--- config.mk ---
export PLATFORM = sky130hd
export DESIGN_NAME = rtree_choose_subtree
export DESIGN_NICKNAME = d
export VERILOG_FILES = /design/src/hw/rtl/rcs_pkg.sv /design/src/hw/rtl/rtree_choose_subtree.sv
export SDC_FILE = /design/constraint.sdc
export NUM_CORES = 2
export LEC_CHECK = 0
export BUFFER_PORTS_ARGS = -buffer_cell sky130_fd_sc_hd__buf_2
export CAP_MARGIN = 20
export CORE_ASPECT_RATIO = 0.6
export CORE_UTILIZATION = 59
export CTS_BUF_LIST = sky130_fd_sc_hd__clkbuf_8
export DETAILED_ROUTE_END_ITERATION = 12
export GPL_ROUTABILITY_DRIVEN = 0
export PLACE_DENSITY = 0.79
export SLEW_MARGIN = 0
export SYNTH_ARGS = -nofsm -noshare
export SYNTH_HDL_FRONTEND = slang
export SYNTH_SLANG_ARGS = --single-unit
--- constraint.sdc ---
create_clock -name clk_i -period 17.46 [get_ports clk_i]
set_input_delay 0.873 -clock clk_i [delete_from_list [all_inputs] [get_ports clk_i]]
set_output_delay 0.873 -clock clk_i [all_outputs]
set_load 0.01 [all_outputs]
--- src/hw/rtl/rcs_pkg.sv ---
package rcs_pkg;

  localparam int MAX_ENTRIES_DEF = 16;
  localparam int COORD_BITS_DEF  = 16;

  localparam int IDX_OUT_W = 4;
  localparam int CNT_OUT_W = 5;
  localparam int COST_W    = 38;

  localparam logic [COST_W-1:0] COST_MAX = {COST_W{1'b1}};

  typedef enum logic [1:0] {
    REQ_APPEND = 2'd0,
    REQ_CHOOSE = 2'd1,
    REQ_CLEAR  = 2'd2,
    REQ_NOP    = 2'd3
  } req_e;

  typedef enum logic [1:0] {
    STRAT_AREA     = 2'd0,
    STRAT_OVERLAP  = 2'd1,
    STRAT_MARGIN   = 2'd2,
    STRAT_AREA_ALT = 2'd3
  } strat_e;

  typedef enum logic [1:0] {
    ST_OK    = 2'd0,
    ST_FULL  = 2'd1,
    ST_EMPTY = 2'd2
  } status_e;

endpackage

--- src/hw/rtl/rtree_choose_subtree.sv ---
// Append, clear and unknown requests go straight to the done state, which loads the output register.
// Choose with N entries prices the entries one after another (overlap walks all N entries for each),
// paced by the one shared multiplier and the single read port of the entry memory.
// One request at a time; the next is taken once the result sits in the output register.
// Reset (async, active low) empties the table, selects the area cost and idles
// the sequencer; entry memory contents stay undefined until appended.
module rtree_choose_subtree #(
  parameter int MAX_ENTRIES = rcs_pkg::MAX_ENTRIES_DEF,
  parameter int COORD_BITS  = rcs_pkg::COORD_BITS_DEF
) (
  input  logic                             clk_i,
  input  logic                             rst_ni,
  input  logic                             cfg_we_i,
  input  logic [1:0]                       cfg_wdata_i,
  input  logic                             in_valid_i,
  output logic                             in_stall_o,
  input  logic [1:0]                       req_type_i,
  input  logic signed [COORD_BITS-1:0]     rect_min_x_i,
  input  logic signed [COORD_BITS-1:0]     rect_min_y_i,
  input  logic signed [COORD_BITS-1:0]     rect_max_x_i,
  input  logic signed [COORD_BITS-1:0]     rect_max_y_i,
  output logic                             out_valid_o,
  input  logic                             out_stall_i,
  output logic [rcs_pkg::IDX_OUT_W-1:0]    best_index_o,
  output logic [rcs_pkg::COST_W-1:0]       best_cost_o,
  output logic [1:0]                       status_o,
  output logic [rcs_pkg::CNT_OUT_W-1:0]    entry_count_o
);

  localparam int W      = COORD_BITS;
  localparam int BOX_W  = 4 * W;
  localparam int IDX_W  = $clog2(MAX_ENTRIES);
  localparam int CNT_W  = $clog2(MAX_ENTRIES + 1);
  localparam int PROD_W = 2 * W;
  localparam int COST_W = rcs_pkg::COST_W;
  localparam int EXT_W  = ((PROD_W > COST_W) ? PROD_W : COST_W) + 1;

  typedef enum logic [11:0] {
    S_IDLE    = 12'b0000_0000_0001,
    S_RD_I    = 12'b0000_0000_0010,
    S_UNION   = 12'b0000_0000_0100,
    S_MUL_U   = 12'b0000_0000_1000,
    S_MUL_E   = 12'b0000_0001_0000,
    S_RD_J    = 12'b0000_0010_0000,
    S_OVL     = 12'b0000_0100_0000,
    S_OVL_MUL = 12'b0000_1000_0000,
    S_ACC     = 12'b0001_0000_0000,
    S_EVAL    = 12'b0010_0000_0000,
    S_CMP     = 12'b0100_0000_0000,
    S_DONE    = 12'b1000_0000_0000
  } state_e;

  function automatic logic [COST_W-1:0] sat_cost(input logic [EXT_W-1:0] v);
    return (v > EXT_W'(rcs_pkg::COST_MAX)) ? rcs_pkg::COST_MAX : v[COST_W-1:0];
  endfunction

  function automatic logic signed [W-1:0] smin(input logic signed [W-1:0] a,
                                               input logic signed [W-1:0] b);
    return (a < b) ? a : b;
  endfunction

  function automatic logic signed [W-1:0] smax(input logic signed [W-1:0] a,
                                               input logic signed [W-1:0] b);
    return (a > b) ? a : b;
  endfunction

  state_e              state_q, state_d;
  rcs_pkg::strat_e     strat_q;
  logic [CNT_W-1:0]    count_q, count_d;
  logic [IDX_W-1:0]    i_q, i_d, j_q, j_d;

  logic signed [W-1:0] q_x0_q, q_y0_q, q_x1_q, q_y1_q;
  logic signed [W-1:0] q_x0_d, q_y0_d, q_x1_d, q_y1_d;
  logic signed [W-1:0] u_x0_q, u_y0_q, u_x1_q, u_y1_q;
  logic signed [W-1:0] u_x0_d, u_y0_d, u_x1_d, u_y1_d;
  logic [W-1:0]        uw_q, uh_q, ew_q, eh_q, ow_q, oh_q;
  logic [W-1:0]        uw_d, uh_d, ew_d, eh_d, ow_d, oh_d;
  logic [PROD_W-1:0]   mul_q, mul_d, au_q, au_d;
  logic [COST_W-1:0]   acc_q, acc_d, cost_q, cost_d;
  logic [COST_W-1:0]   best_cost_q, best_cost_d;
  logic [IDX_W-1:0]    best_idx_q, best_idx_d;
  rcs_pkg::status_e    status_q, status_d;

  logic                            out_valid_q, out_valid_d;
  logic [rcs_pkg::IDX_OUT_W-1:0]   out_idx_q, out_idx_d;
  logic [COST_W-1:0]               out_cost_q, out_cost_d;
  logic [1:0]                      out_status_q, out_status_d;
  logic [rcs_pkg::CNT_OUT_W-1:0]   out_count_q, out_count_d;

  // entry memory, one write and one registered read port
  logic [BOX_W-1:0]    mem [MAX_ENTRIES];
  logic [BOX_W-1:0]    rd_data_q;
  logic [IDX_W-1:0]    rd_addr;
  logic                mem_we;

  logic signed [W-1:0] in_x0, in_y0, in_x1, in_y1;
  logic [BOX_W-1:0]    in_box;
  logic signed [W-1:0] e_x0, e_y0, e_x1, e_y1;
  logic signed [W-1:0] un_x0, un_y0, un_x1, un_y1;
  logic signed [W:0]   uw_full, uh_full, ew_full, eh_full;
  logic signed [W-1:0] o_x0, o_y0, o_x1, o_y1;
  logic signed [W:0]   ow_full, oh_full;
  logic                ovl_hit;
  logic [W-1:0]        mul_a, mul_b;
  logic [PROD_W-1:0]   mul_p;
  logic [PROD_W-1:0]   area_diff;
  logic [COST_W-1:0]   mul_sat, eval_cost;
  logic                full, last_i, last_j;

  assign in_stall_o = (state_q != S_IDLE);

  // normalize: swap inverted edges
  assign in_x0  = (rect_min_x_i > rect_max_x_i) ? rect_max_x_i : rect_min_x_i;
  assign in_x1  = (rect_min_x_i > rect_max_x_i) ? rect_min_x_i : rect_max_x_i;
  assign in_y0  = (rect_min_y_i > rect_max_y_i) ? rect_max_y_i : rect_min_y_i;
  assign in_y1  = (rect_min_y_i > rect_max_y_i) ? rect_min_y_i : rect_max_y_i;
  assign in_box = {in_x0, in_y0, in_x1, in_y1};

  assign full   = (count_q >= CNT_W'(MAX_ENTRIES));
  assign mem_we = (state_q == S_IDLE) && in_valid_i &&
                  (rcs_pkg::req_e'(req_type_i) == rcs_pkg::REQ_APPEND) && !full;
  assign rd_addr = (state_q == S_RD_J) ? j_q : i_q;

  always_ff @(posedge clk_i) begin
    if (mem_we) begin
      mem[count_q[IDX_W-1:0]] <= in_box;
    end
    rd_data_q <= mem[rd_addr];
  end

  assign e_x0 = $signed(rd_data_q[4*W-1 -: W]);
  assign e_y0 = $signed(rd_data_q[3*W-1 -: W]);
  assign e_x1 = $signed(rd_data_q[2*W-1 -: W]);
  assign e_y1 = $signed(rd_data_q[W-1 -: W]);

  // union of the fetched entry with the query
  assign un_x0   = smin(e_x0, q_x0_q);
  assign un_y0   = smin(e_y0, q_y0_q);
  assign un_x1   = smax(e_x1, q_x1_q);
  assign un_y1   = smax(e_y1, q_y1_q);
  assign uw_full = {un_x1[W-1], un_x1} - {un_x0[W-1], un_x0};
  assign uh_full = {un_y1[W-1], un_y1} - {un_y0[W-1], un_y0};
  assign ew_full = {e_x1[W-1], e_x1} - {e_x0[W-1], e_x0};
  assign eh_full = {e_y1[W-1], e_y1} - {e_y0[W-1], e_y0};

  // overlap of the held union with the fetched entry j
  assign o_x0    = smax(u_x0_q, e_x0);
  assign o_y0    = smax(u_y0_q, e_y0);
  assign o_x1    = smin(u_x1_q, e_x1);
  assign o_y1    = smin(u_y1_q, e_y1);
  assign ow_full = {o_x1[W-1], o_x1} - {o_x0[W-1], o_x0};
  assign oh_full = {o_y1[W-1], o_y1} - {o_y0[W-1], o_y0};
  assign ovl_hit = !ow_full[W] && (ow_full != '0) && !oh_full[W] && (oh_full != '0) &&
                   (j_q != i_q);

  // shared multiplier
  always_comb begin
    case (state_q)
      S_MUL_U: begin
        mul_a = uw_q;
        mul_b = uh_q;
      end
      S_MUL_E: begin
        mul_a = ew_q;
        mul_b = eh_q;
      end
      default: begin
        mul_a = ow_q;
        mul_b = oh_q;
      end
    endcase
  end

  assign mul_p     = PROD_W'(mul_a) * PROD_W'(mul_b);
  assign area_diff = au_q - mul_q;
  assign mul_sat   = sat_cost(EXT_W'(mul_q));

  always_comb begin
    case (strat_q)
      rcs_pkg::STRAT_OVERLAP: eval_cost = acc_q;
      rcs_pkg::STRAT_MARGIN:  eval_cost = sat_cost((EXT_W'(uw_q) + EXT_W'(uh_q)) << 1);
      default:                eval_cost = sat_cost(EXT_W'(area_diff));
    endcase
  end

  assign last_i = ((CNT_W'(i_q) + CNT_W'(1)) == count_q);
  assign last_j = ((CNT_W'(j_q) + CNT_W'(1)) == count_q);

  always_comb begin
    state_d     = state_q;
    count_d     = count_q;
    i_d         = i_q;
    j_d         = j_q;
    q_x0_d      = q_x0_q;
    q_y0_d      = q_y0_q;
    q_x1_d      = q_x1_q;
    q_y1_d      = q_y1_q;
    u_x0_d      = u_x0_q;
    u_y0_d      = u_y0_q;
    u_x1_d      = u_x1_q;
    u_y1_d      = u_y1_q;
    uw_d        = uw_q;
    uh_d        = uh_q;
    ew_d        = ew_q;
    eh_d        = eh_q;
    ow_d        = ow_q;
    oh_d        = oh_q;
    mul_d       = mul_q;
    au_d        = au_q;
    acc_d       = acc_q;
    cost_d      = cost_q;
    best_cost_d = best_cost_q;
    best_idx_d  = best_idx_q;
    status_d    = status_q;
    out_idx_d    = out_idx_q;
    out_cost_d   = out_cost_q;
    out_status_d = out_status_q;
    out_count_d  = out_count_q;
    out_valid_d  = out_valid_q && out_stall_i;

    case (state_q)
      S_IDLE: begin
        if (in_valid_i) begin
          best_idx_d  = '0;
          best_cost_d = '0;
          status_d    = rcs_pkg::ST_OK;
          state_d     = S_DONE;
          case (rcs_pkg::req_e'(req_type_i))
            rcs_pkg::REQ_APPEND: begin
              if (full) begin
                status_d = rcs_pkg::ST_FULL;
              end else begin
                count_d = count_q + CNT_W'(1);
              end
            end
            rcs_pkg::REQ_CHOOSE: begin
              if (count_q == '0) begin
                status_d = rcs_pkg::ST_EMPTY;
              end else begin
                q_x0_d  = in_x0;
                q_y0_d  = in_y0;
                q_x1_d  = in_x1;
                q_y1_d  = in_y1;
                i_d     = '0;
                state_d = S_RD_I;
              end
            end
            rcs_pkg::REQ_CLEAR: begin
              count_d = '0;
            end
            default: begin
            end
          endcase
        end
      end
      S_RD_I: begin
        state_d = S_UNION;
      end
      S_UNION: begin
        u_x0_d = un_x0;
        u_y0_d = un_y0;
        u_x1_d = un_x1;
        u_y1_d = un_y1;
        uw_d   = uw_full[W-1:0];
        uh_d   = uh_full[W-1:0];
        ew_d   = ew_full[W-1:0];
        eh_d   = eh_full[W-1:0];
        case (strat_q)
          rcs_pkg::STRAT_OVERLAP: begin
            j_d     = '0;
            acc_d   = '0;
            state_d = S_RD_J;
          end
          rcs_pkg::STRAT_MARGIN: state_d = S_EVAL;
          default:               state_d = S_MUL_U;
        endcase
      end
      S_MUL_U: begin
        mul_d   = mul_p;
        state_d = S_MUL_E;
      end
      S_MUL_E: begin
        au_d    = mul_q;
        mul_d   = mul_p;
        state_d = S_EVAL;
      end
      S_RD_J: begin
        state_d = S_OVL;
      end
      S_OVL: begin
        // drop the entry itself and disjoint or touching pairs
        ow_d    = ovl_hit ? ow_full[W-1:0] : '0;
        oh_d    = ovl_hit ? oh_full[W-1:0] : '0;
        state_d = S_OVL_MUL;
      end
      S_OVL_MUL: begin
        mul_d   = mul_p;
        state_d = S_ACC;
      end
      S_ACC: begin
        acc_d = sat_cost(EXT_W'(acc_q) + EXT_W'(mul_sat));
        if (last_j) begin
          state_d = S_EVAL;
        end else begin
          j_d     = j_q + IDX_W'(1);
          state_d = S_RD_J;
        end
      end
      S_EVAL: begin
        cost_d  = eval_cost;
        state_d = S_CMP;
      end
      S_CMP: begin
        // strict less keeps the lowest index on ties
        if ((i_q == '0) || (cost_q < best_cost_q)) begin
          best_cost_d = cost_q;
          best_idx_d  = i_q;
        end
        if (last_i) begin
          state_d = S_DONE;
        end else begin
          i_d     = i_q + IDX_W'(1);
          state_d = S_RD_I;
        end
      end
      S_DONE: begin
        if (!out_valid_q || !out_stall_i) begin
          out_valid_d  = 1'b1;
          out_idx_d    = rcs_pkg::IDX_OUT_W'(best_idx_q);
          out_cost_d   = best_cost_q;
          out_status_d = status_q;
          out_count_d  = rcs_pkg::CNT_OUT_W'(count_q);
          state_d      = S_IDLE;
        end
      end
      default: begin
        state_d = S_IDLE;
      end
    endcase
  end

  always_ff @(posedge clk_i or negedge rst_ni) begin
    if (!rst_ni) begin
      state_q     <= S_IDLE;
      strat_q     <= rcs_pkg::STRAT_AREA;
      count_q     <= '0;
      i_q         <= '0;
      j_q         <= '0;
      out_valid_q <= 1'b0;
    end else begin
      state_q     <= state_d;
      count_q     <= count_d;
      i_q         <= i_d;
      j_q         <= j_d;
      out_valid_q <= out_valid_d;
      if (cfg_we_i) begin
        strat_q <= rcs_pkg::strat_e'(cfg_wdata_i);
      end
    end
  end

  always_ff @(posedge clk_i) begin
    q_x0_q       <= q_x0_d;
    q_y0_q       <= q_y0_d;
    q_x1_q       <= q_x1_d;
    q_y1_q       <= q_y1_d;
    u_x0_q       <= u_x0_d;
    u_y0_q       <= u_y0_d;
    u_x1_q       <= u_x1_d;
    u_y1_q       <= u_y1_d;
    uw_q         <= uw_d;
    uh_q         <= uh_d;
    ew_q         <= ew_d;
    eh_q         <= eh_d;
    ow_q         <= ow_d;
    oh_q         <= oh_d;
    mul_q        <= mul_d;
    au_q         <= au_d;
    acc_q        <= acc_d;
    cost_q       <= cost_d;
    best_cost_q  <= best_cost_d;
    best_idx_q   <= best_idx_d;
    status_q     <= status_d;
    out_idx_q    <= out_idx_d;
    out_cost_q   <= out_cost_d;
    out_status_q <= out_status_d;
    out_count_q  <= out_count_d;
  end

  assign out_valid_o   = out_valid_q;
  assign best_index_o  = out_idx_q;
  assign best_cost_o   = out_cost_q;
  assign status_o      = out_status_q;
  assign entry_count_o = out_count_q;

`ifndef SYNTHESIS
  a_count_bound: assert property (@(posedge clk_i) disable iff (!rst_ni)
    count_q <= CNT_W'(MAX_ENTRIES))
    else $error("entry count above table depth");

  a_cmp_index: assert property (@(posedge clk_i) disable iff (!rst_ni)
    (state_q == S_CMP) |-> (CNT_W'(i_q) < count_q))
    else $error("priced entry beyond held entries");

  a_ovl_index: assert property (@(posedge clk_i) disable iff (!rst_ni)
    (state_q == S_OVL) |-> (CNT_W'(j_q) < count_q))
    else $error("overlap partner beyond held entries");

  a_full_status: assert property (@(posedge clk_i) disable iff (!rst_ni)
    (state_q == S_DONE && status_q == rcs_pkg::ST_FULL) |->
      (count_q == CNT_W'(MAX_ENTRIES)))
    else $error("full status with room left");

  a_empty_status: assert property (@(posedge clk_i) disable iff (!rst_ni)
    (state_q == S_DONE && status_q == rcs_pkg::ST_EMPTY) |->
      (count_q == '0 && best_cost_q == '0 && best_idx_q == '0))
    else $error("empty status with a nonzero result");
`endif

endmodule

# Word level (Yosys, flattened, before mapping)
# Memories as Yosys holds them, arrays and structs flattened. A register that Yosys moved wholly into a read port is not among the register bits.
# Cells that the tools add are included.
dict set report totals {
  register_bits 485
  ram_bits 1024
  in_bits 73
  output_inout_bits 51
  mem_count 1
}
# name words word_bits rd rd_ports_with_merged_regs write_ports line_no
set memory_table {}
lappend memory_table {mem 16 64 1 1 1 rtree_choose_subtree.sv:91} ;# logic [BOX_W-1:0] mem [MAX_ENTRIES];
dict set report classes {
  add_sub_neg 14
  multipliers 1
  order_cmp 14
  n_eq_ne 29
  n_mux 51
  n_bitwise 1
  reduce_logical 33
}
# operator n
set op_table {}
lappend op_table {{$pmux 38 s2} 3}
lappend op_table {{$mux 16} 12}
lappend op_table {{$mux 38} 5}
lappend op_table {{$pmux 12 s12} 1}
lappend op_table {{$gt 16x16->1} 6}
lappend op_table {{$lt 16x16->1} 4}
lappend op_table {{$pmux 16 s2} 2}
lappend op_table {{$sub 16x16->16} 4}
lappend op_table {{$mux 12} 5}
lappend op_table {{$add 38x32->39} 1}
lappend op_table {{$gt 39x38->1 const B} 1}
lappend op_table {{$gt 18x38->1 const B} 1}
lappend op_table {{$lt 38x38->1} 1}
lappend op_table {{$mux 4} 9}
lappend op_table {{$reduce_bool 17->1} 2}
lappend op_table {{$sub 16x16->17} 2}
lappend op_table {{$mul 16x16->32} 1}
lappend op_table {{$sub 32x32->32} 1}
lappend op_table {{$pmux 4 s2} 3}
lappend op_table {{$pmux 10 s2} 1}
lappend op_table {{$add 16x16->17} 1}
lappend op_table {{$ne 2x2->1 const B} 8}
lappend op_table {{$eq 12x1->1 const B} 1}
lappend op_table {{$eq 12x10->1 const B} 1}
lappend op_table {{other kinds (39)} 67}

# Longest topological paths before layout
dict set report logic_depth {
  depth_word 8
  mapped_depth 32
}

# Worst setup path after synthesis
# Ideal clock, no wire load.
dict set report synth_path {
  path_type {flip-flop to flip-flop}
  from {register state_q[1]}
  to {register mul_q[31], data pin}
  setup_time_ps 260
  t_arrival_ps 8804
  slack_ps 8397
  path_stages_with_launch 33
  path_buffers 3
  path_cell_list {dfrtp_1 -> nor3_1 -> nor4b_2 -> nand2_1 -> nor3_1 -> nor3b_2 -> clkbuf_1 -> a22oi_1 -> nand2_1 -> buf_2 -> nand2_1 -> fa_1 -> inv_1 -> fa_1 -> inv_1 -> fa_1 -> inv_1 -> fa_1 -> fa_1 -> inv_1 -> fa_1 -> inv_1 -> ha_1 -> clkbuf_1 -> a211oi_1 -> o21bai_1 -> a211oi_1 -> o31a_1 -> a31oi_1 -> o41ai_1 -> o21ai_0 -> a21oi_1 -> xnor2_1}
}
dict set report synth_between {
  elab_chain_cells 3
}
# item line_no
set synth_lines {}
lappend synth_lines {{start: declaration} rtree_choose_subtree.sv:67} ;# state_e state_q, state_d;
lappend synth_lines {{start signal: assignment} rtree_choose_subtree.sv:351} ;# state_q <= state_d;
lappend synth_lines {{$eq 12x5->1 or $eq 12x4->1 (tied branches)} rtree_choose_subtree.sv:158} ;# case (state_q)
lappend synth_lines {{$pmux 16 s2} rtree_choose_subtree.sv:158}
lappend synth_lines {{$mul 16x16->32 *} rtree_choose_subtree.sv:174} ;# assign mul_p = PROD_W'(mul_a) * PROD_W'(mul_b);
lappend synth_lines {{net mul_p[31]} rtree_choose_subtree.sv:105} ;# logic [PROD_W-1:0] mul_p;
lappend synth_lines {{end signal: assignment} rtree_choose_subtree.sv:377} ;# mul_q <= mul_d;
lappend synth_lines {{end: declaration} rtree_choose_subtree.sv:78} ;# logic [PROD_W-1:0] mul_q, mul_d, au_q, au_d;
# Mark *: on every way through the listed nets, which the timed path passes. The rest lies on a longest branch.
# A chain may end at the register's enable or synchronous reset.

# Final worst setup path
dict set report layout_path {
  from {register state_q[2]}
  to {register mul_q[31], data pin}
}
# The elaborated chain is that of the path after synthesis.

==> flow_metrics.env <==
export IMPL_synth_area_leader_cell="sky130_fd_sc_hd__edfxtp_1"
export IMPL_wl_per_cell_um=25.61
export IMPL_crit_path_top_delay_cell="sky130_fd_sc_hd__o41ai_1"
export IMPL_worst_path_buf_inv=5
export IMPL_clock_sink_count=1573
export IMPL_syn_inst=5935
export IMPL_final_layout_size_suffix_gt1_frac=0.1436
export IMPL_synth_xor_area_frac=0.01961
export IMPL_cpMostUsedCell="sky130_fd_sc_hd__fa_1"
export IMPL_ys_dominant_reg_cell="sky130_fd_sc_hd__edfxtp_1"
export IMPL_synth_top_family_by_area="adder cells"
export IMPL_place_port_buffers=123
export IMPL_width_of_the_chip_um=480.4
export IMPL_detailedRoute_firstIterationViolations=7006
export IMPL_cp_data_required_time_ns=18.16
export IMPL_ios=124
export IMPL_initial_core_util=0.5992
export IMPL_worst_setup_path_start_kind="flop"
export IMPL_synth_async_reset_ratio=0.01780
export IMPL_detailed_place_hpwl_um=142000
export IMPL_synth_seq_area_share=0.5734
export IMPL_period_share=0.5549
export IMPL_die_height_um=289.0
export IMPL_number_of_filler_instances_in_the_final_layout=9282
export IMPL_setup_tns_final_ns=0
export IMPL_p_int_mw=6.293
export IMPL_yosys_area_share_simple=0.07779
export IMPL_grt_pass1_vias=51099
export IMPL_ys_types=84
export IMPL_ys_warnings_count=0
export IMPL_syn_cell_area_um2=81020
export IMPL_period_needed_ns=9.689
export IMPL_power_leakage_nw=34.06
export IMPL_synth_seq_cells=1573
export IMPL_routed_wl_um=208300
export IMPL_synth_enable_flop_cells=1481
export IMPL_seq_power_share=0.514
export IMPL_grt_antenna_before_repair=5
export IMPL_total_switching_power_mw=2.344
export IMPL_worst_pin_slew_ns=1.046
export IMPL_grt_remaining_overflow=0
export IMPL_ir_drop_mv=0.09425
export IMPL_fin_worst_skew_ns=0.05959
export IMPL_maximum_capacitance_violations=0
export IMPL_ranking_of_synthesized_cells_by_area="sky130_fd_sc_hd__edfxtp_1 (55%), sky130_fd_sc_hd__ha_1 (7.4%), sky130_fd_sc_hd__mux4_2 (7.1%)"
export IMPL_postCtsSetupBuffers=0
export IMPL_grt_resource_usage_total=0.3029
export IMPL_synth_largest_type_area_fraction=0.5489
export IMPL_p_comb_frac=0.143
export IMPL_report_final_hold_viol_count=0
export IMPL_syn_nets=6689
export IMPL_violated_checks="design-rule violations"
export IMPL_grt_setup_unrepaired="false"
export IMPL_via_count=52250
export IMPL_drt_pass1_iter_count=13
export IMPL_drtAntennaViolNets=0
export IMPL_area_of_combinational_cells_with_multiple_inputs_um2=31810
export IMPL_cellPowerDensity_nw_per_um2=97.80
export IMPL_cts_tree="yes"
export IMPL_ctsHtreeMaxLevel=4
export IMPL_ff_latch_area_um2=46460
export IMPL_final_net_count=6894
export IMPL_remaining_drc_errors=1
export IMPL_clock_tree_buffer_depth=3
export IMPL_cts_buffers_inserted=215
export IMPL_syn_to_layout_area_delta_pct=9.018
export IMPL_post_synth_fa_ha_maj_area_fraction=0.1240
export IMPL_critPathMaxFanout=34
export IMPL_critical_path_max_stage_delay_ns=0.57
export IMPL_clkTransAtPathRegs_ns=0.09
export IMPL_netSwitchingFraction=0.2714
export IMPL_setup_viol_count_final=0
export IMPL_max_freq_mhz=103.2
export IMPL_p_clk_frac=0.343
export IMPL_core_region_area_um2=135200
export IMPL_synth_compound_gate_area_share=0.07966
export IMPL_timing_critical_path_arrival_ns=10.39
export IMPL_relSlewSlack=0.3025
export IMPL_die_area_um2=138900
export IMPL_slew_violations=0
export IMPL_worst_path_top_cell_family_by_delay="adder cells"
export IMPL_skew_pair_late_insertion_delay_ns=0.94
export IMPL_synthesis_area_per_instance_um2=13.65
export IMPL_min_delay_path_class="in -> reg"
export IMPL_first_pass_grt_wire_length_um=313300
export IMPL_std_cell_rows=104
export IMPL_total_power_mw=8.638
export IMPL_grt_max_degree=129
export IMPL_outcome="finished with violations"
export IMPL_ctsRootBufferMaster="sky130_fd_sc_hd__clkbuf_8"
export IMPL_synth_mux_area_frac=0.08834
export IMPL_timing_worst_setup_path_type="reg -> reg"
export IMPL_final_util=0.6533
export IMPL_critical_path_endpoint_type="flop"
export IMPL_post_drt_via_cell_ratio=6.423
logic make-up after synthesis:
logic type / Yosys count
flip-flops: 1573
multiplexers: 383
AO/OA/AOI/OAI: 1015
adder cells (fa/ha/maj): 681
XOR/XNOR: 178
buffers and inverters: 751
AND/OR/NAND/NOR: 1354
final cells by class:
type | count | share of cell area
Sequential cell | 1573 | 0.5260
Multi-Input combinational cell | 3611 | 0.3601
Clock buffer | 252 | 0.03927
Tap cell | 1802 | 0.02553
Inverter | 537 | 0.02282
Timing Repair Buffer | 202 | 0.01414
Clock inverter | 155 | 0.01206
Antenna cell | 3 | 0.00008500
cell usage in the layout, fill, tap and decap left out, drive strengths merged, types with 12 or more instances in the layout:
| master | count |
|---|---|
| a21oi | 289 |
| nor3 | 83 |
| and2 | 143 |
| ha | 478 |
| a211oi | 98 |
| o21a | 37 |
| o211ai | 19 |
| dfrtp | 27 |
| o21bai | 26 |
| o21ai | 200 |
| nand2b | 43 |
| a22oi | 32 |
| o31ai | 14 |
| edfxtp | 1481 |
| nor2b | 42 |
| clkinv | 55 |
| dfxtp | 64 |
| nand2 | 517 |
| nand4 | 39 |
| a31oi | 80 |
| mux2 | 86 |
| nand3 | 65 |
| fa | 203 |
| a221oi | 12 |
| or3 | 18 |
| mux2i | 41 |
| a21o | 96 |
| buf | 201 |
| nor2 | 321 |
| xor2 | 69 |
| xnor2 | 107 |
| clkbuf | 252 |
| inv | 619 |
| and3 | 28 |
| mux4 | 256 |
flip-flops by register name, summed over array words and instances (netlist names), 32 cells and up:
name / flops
cost_q: 38
best_cost_o: 38
rd_data_q: 64
au_q: 32
mul_q: 32
best_cost_q: 38
mem: 1024
acc_q: 38
what timing repair did:
| action | 4_1_cts | 5_1_grt |
|---|---|---|
| endpoints found under the hold margin | 27 | 0 |
| gates resized for setup | 0 | 0 |
| hold buffers | 1 | 0 |
routing by layer:
layer,routed length [um],global-route usage,vias to the layer above,part of all wire
met2,87090,0.4272,3473,0.42
met4,4872,0.08167,8,0.023
met5,493,0.02172,-,0.0024
met3,29780,0.09430,445,0.14
li1,-,-,22451,-
met1,86080,0.4535,25873,0.41
path summary, 6_finish.rpt:
path | to | depth (start not counted) | from | slack, ns
setup / recovery | mul_q[31] | 29 | state_q[2] | 7.77
hold / removal | strat_q[0] | 2 | cfg_we_i | 0.16
setup reg to reg | mul_q[31] | 29 | state_q[2] | 7.77
hold reg to reg | best_cost_o[16] | 0 | best_cost_q[16] | 0.42
max in group asynchronous | state_q[11] | 2 | rst_ni | 16.46
min in group asynchronous | state_q[4] | 2 | rst_ni | 0.53
power by group through the flow:
stage	logic, mW	registers (mW)	clock network [mW]
2_1_floorplan	0.838	4.49	0
3_3_place_gp	1.16	4.51	0
3_5_place_dp	1.21	4.51	0
4_1_cts	1.22	4.43	2.99
5_1_grt	1.35	4.45	3.15
6_report	1.24	4.44	2.96
synth_stat cells (42+ instances only):
cell type / count
sky130_fd_sc_hd__a211oi_1: 98
sky130_fd_sc_hd__a21o_1: 96
sky130_fd_sc_hd__a21oi_1: 289
sky130_fd_sc_hd__a31oi_1: 80
sky130_fd_sc_hd__and2_1: 141
sky130_fd_sc_hd__buf_2: 47
sky130_fd_sc_hd__clkbuf_1: 143
sky130_fd_sc_hd__dfxtp_1: 64
sky130_fd_sc_hd__edfxtp_1: 1481
sky130_fd_sc_hd__fa_1: 203
sky130_fd_sc_hd__ha_1: 478
sky130_fd_sc_hd__inv_1: 537
sky130_fd_sc_hd__mux2_2: 86
sky130_fd_sc_hd__mux4_2: 256
sky130_fd_sc_hd__nand2_1: 517
sky130_fd_sc_hd__nand2b_1: 43
sky130_fd_sc_hd__nand3_1: 65
sky130_fd_sc_hd__nor2_1: 321
sky130_fd_sc_hd__nor2b_1: 42
sky130_fd_sc_hd__nor3_1: 83
sky130_fd_sc_hd__o21ai_0: 195
sky130_fd_sc_hd__xnor2_1: 107
sky130_fd_sc_hd__xor2_1: 69
per-stage QoR:
| stage | std cells | area [um^2] | hold slack [ns] | setup slack (ns) |
|---|---|---|---|---|
| floorplan | 5935 | 81020 | 0.4003 | 8.397 |
| global placement | 7722 | 83760 | 0.4045 | 8.370 |
| detailed placement | 7722 | 83760 | 0.4081 | 8.003 |
| CTS | 8130 | 88300 | 0.09857 | 7.951 |
| global route | 8133 | 88320 | 0.1421 | 7.273 |
| finish | 8135 | 88320 | 0.1647 | 7.771 |
worst reg2reg max path, delay by kind of cell, from the launching register on:
| family | cells | cell delay (ns) |
|---|---|---|
| AOI/OAI and AO/OA | 9 | 2.54 |
| xor gates and xnor gates | 1 | 0.09 |
| adders and majority gates | 7 | 3.32 |
| buffers and inverters | 5 | 1.04 |
| DFF | 1 | 0.46 |
| and+or+nand+nor | 7 | 2.00 |
Power figures use the tool's default switching activity.
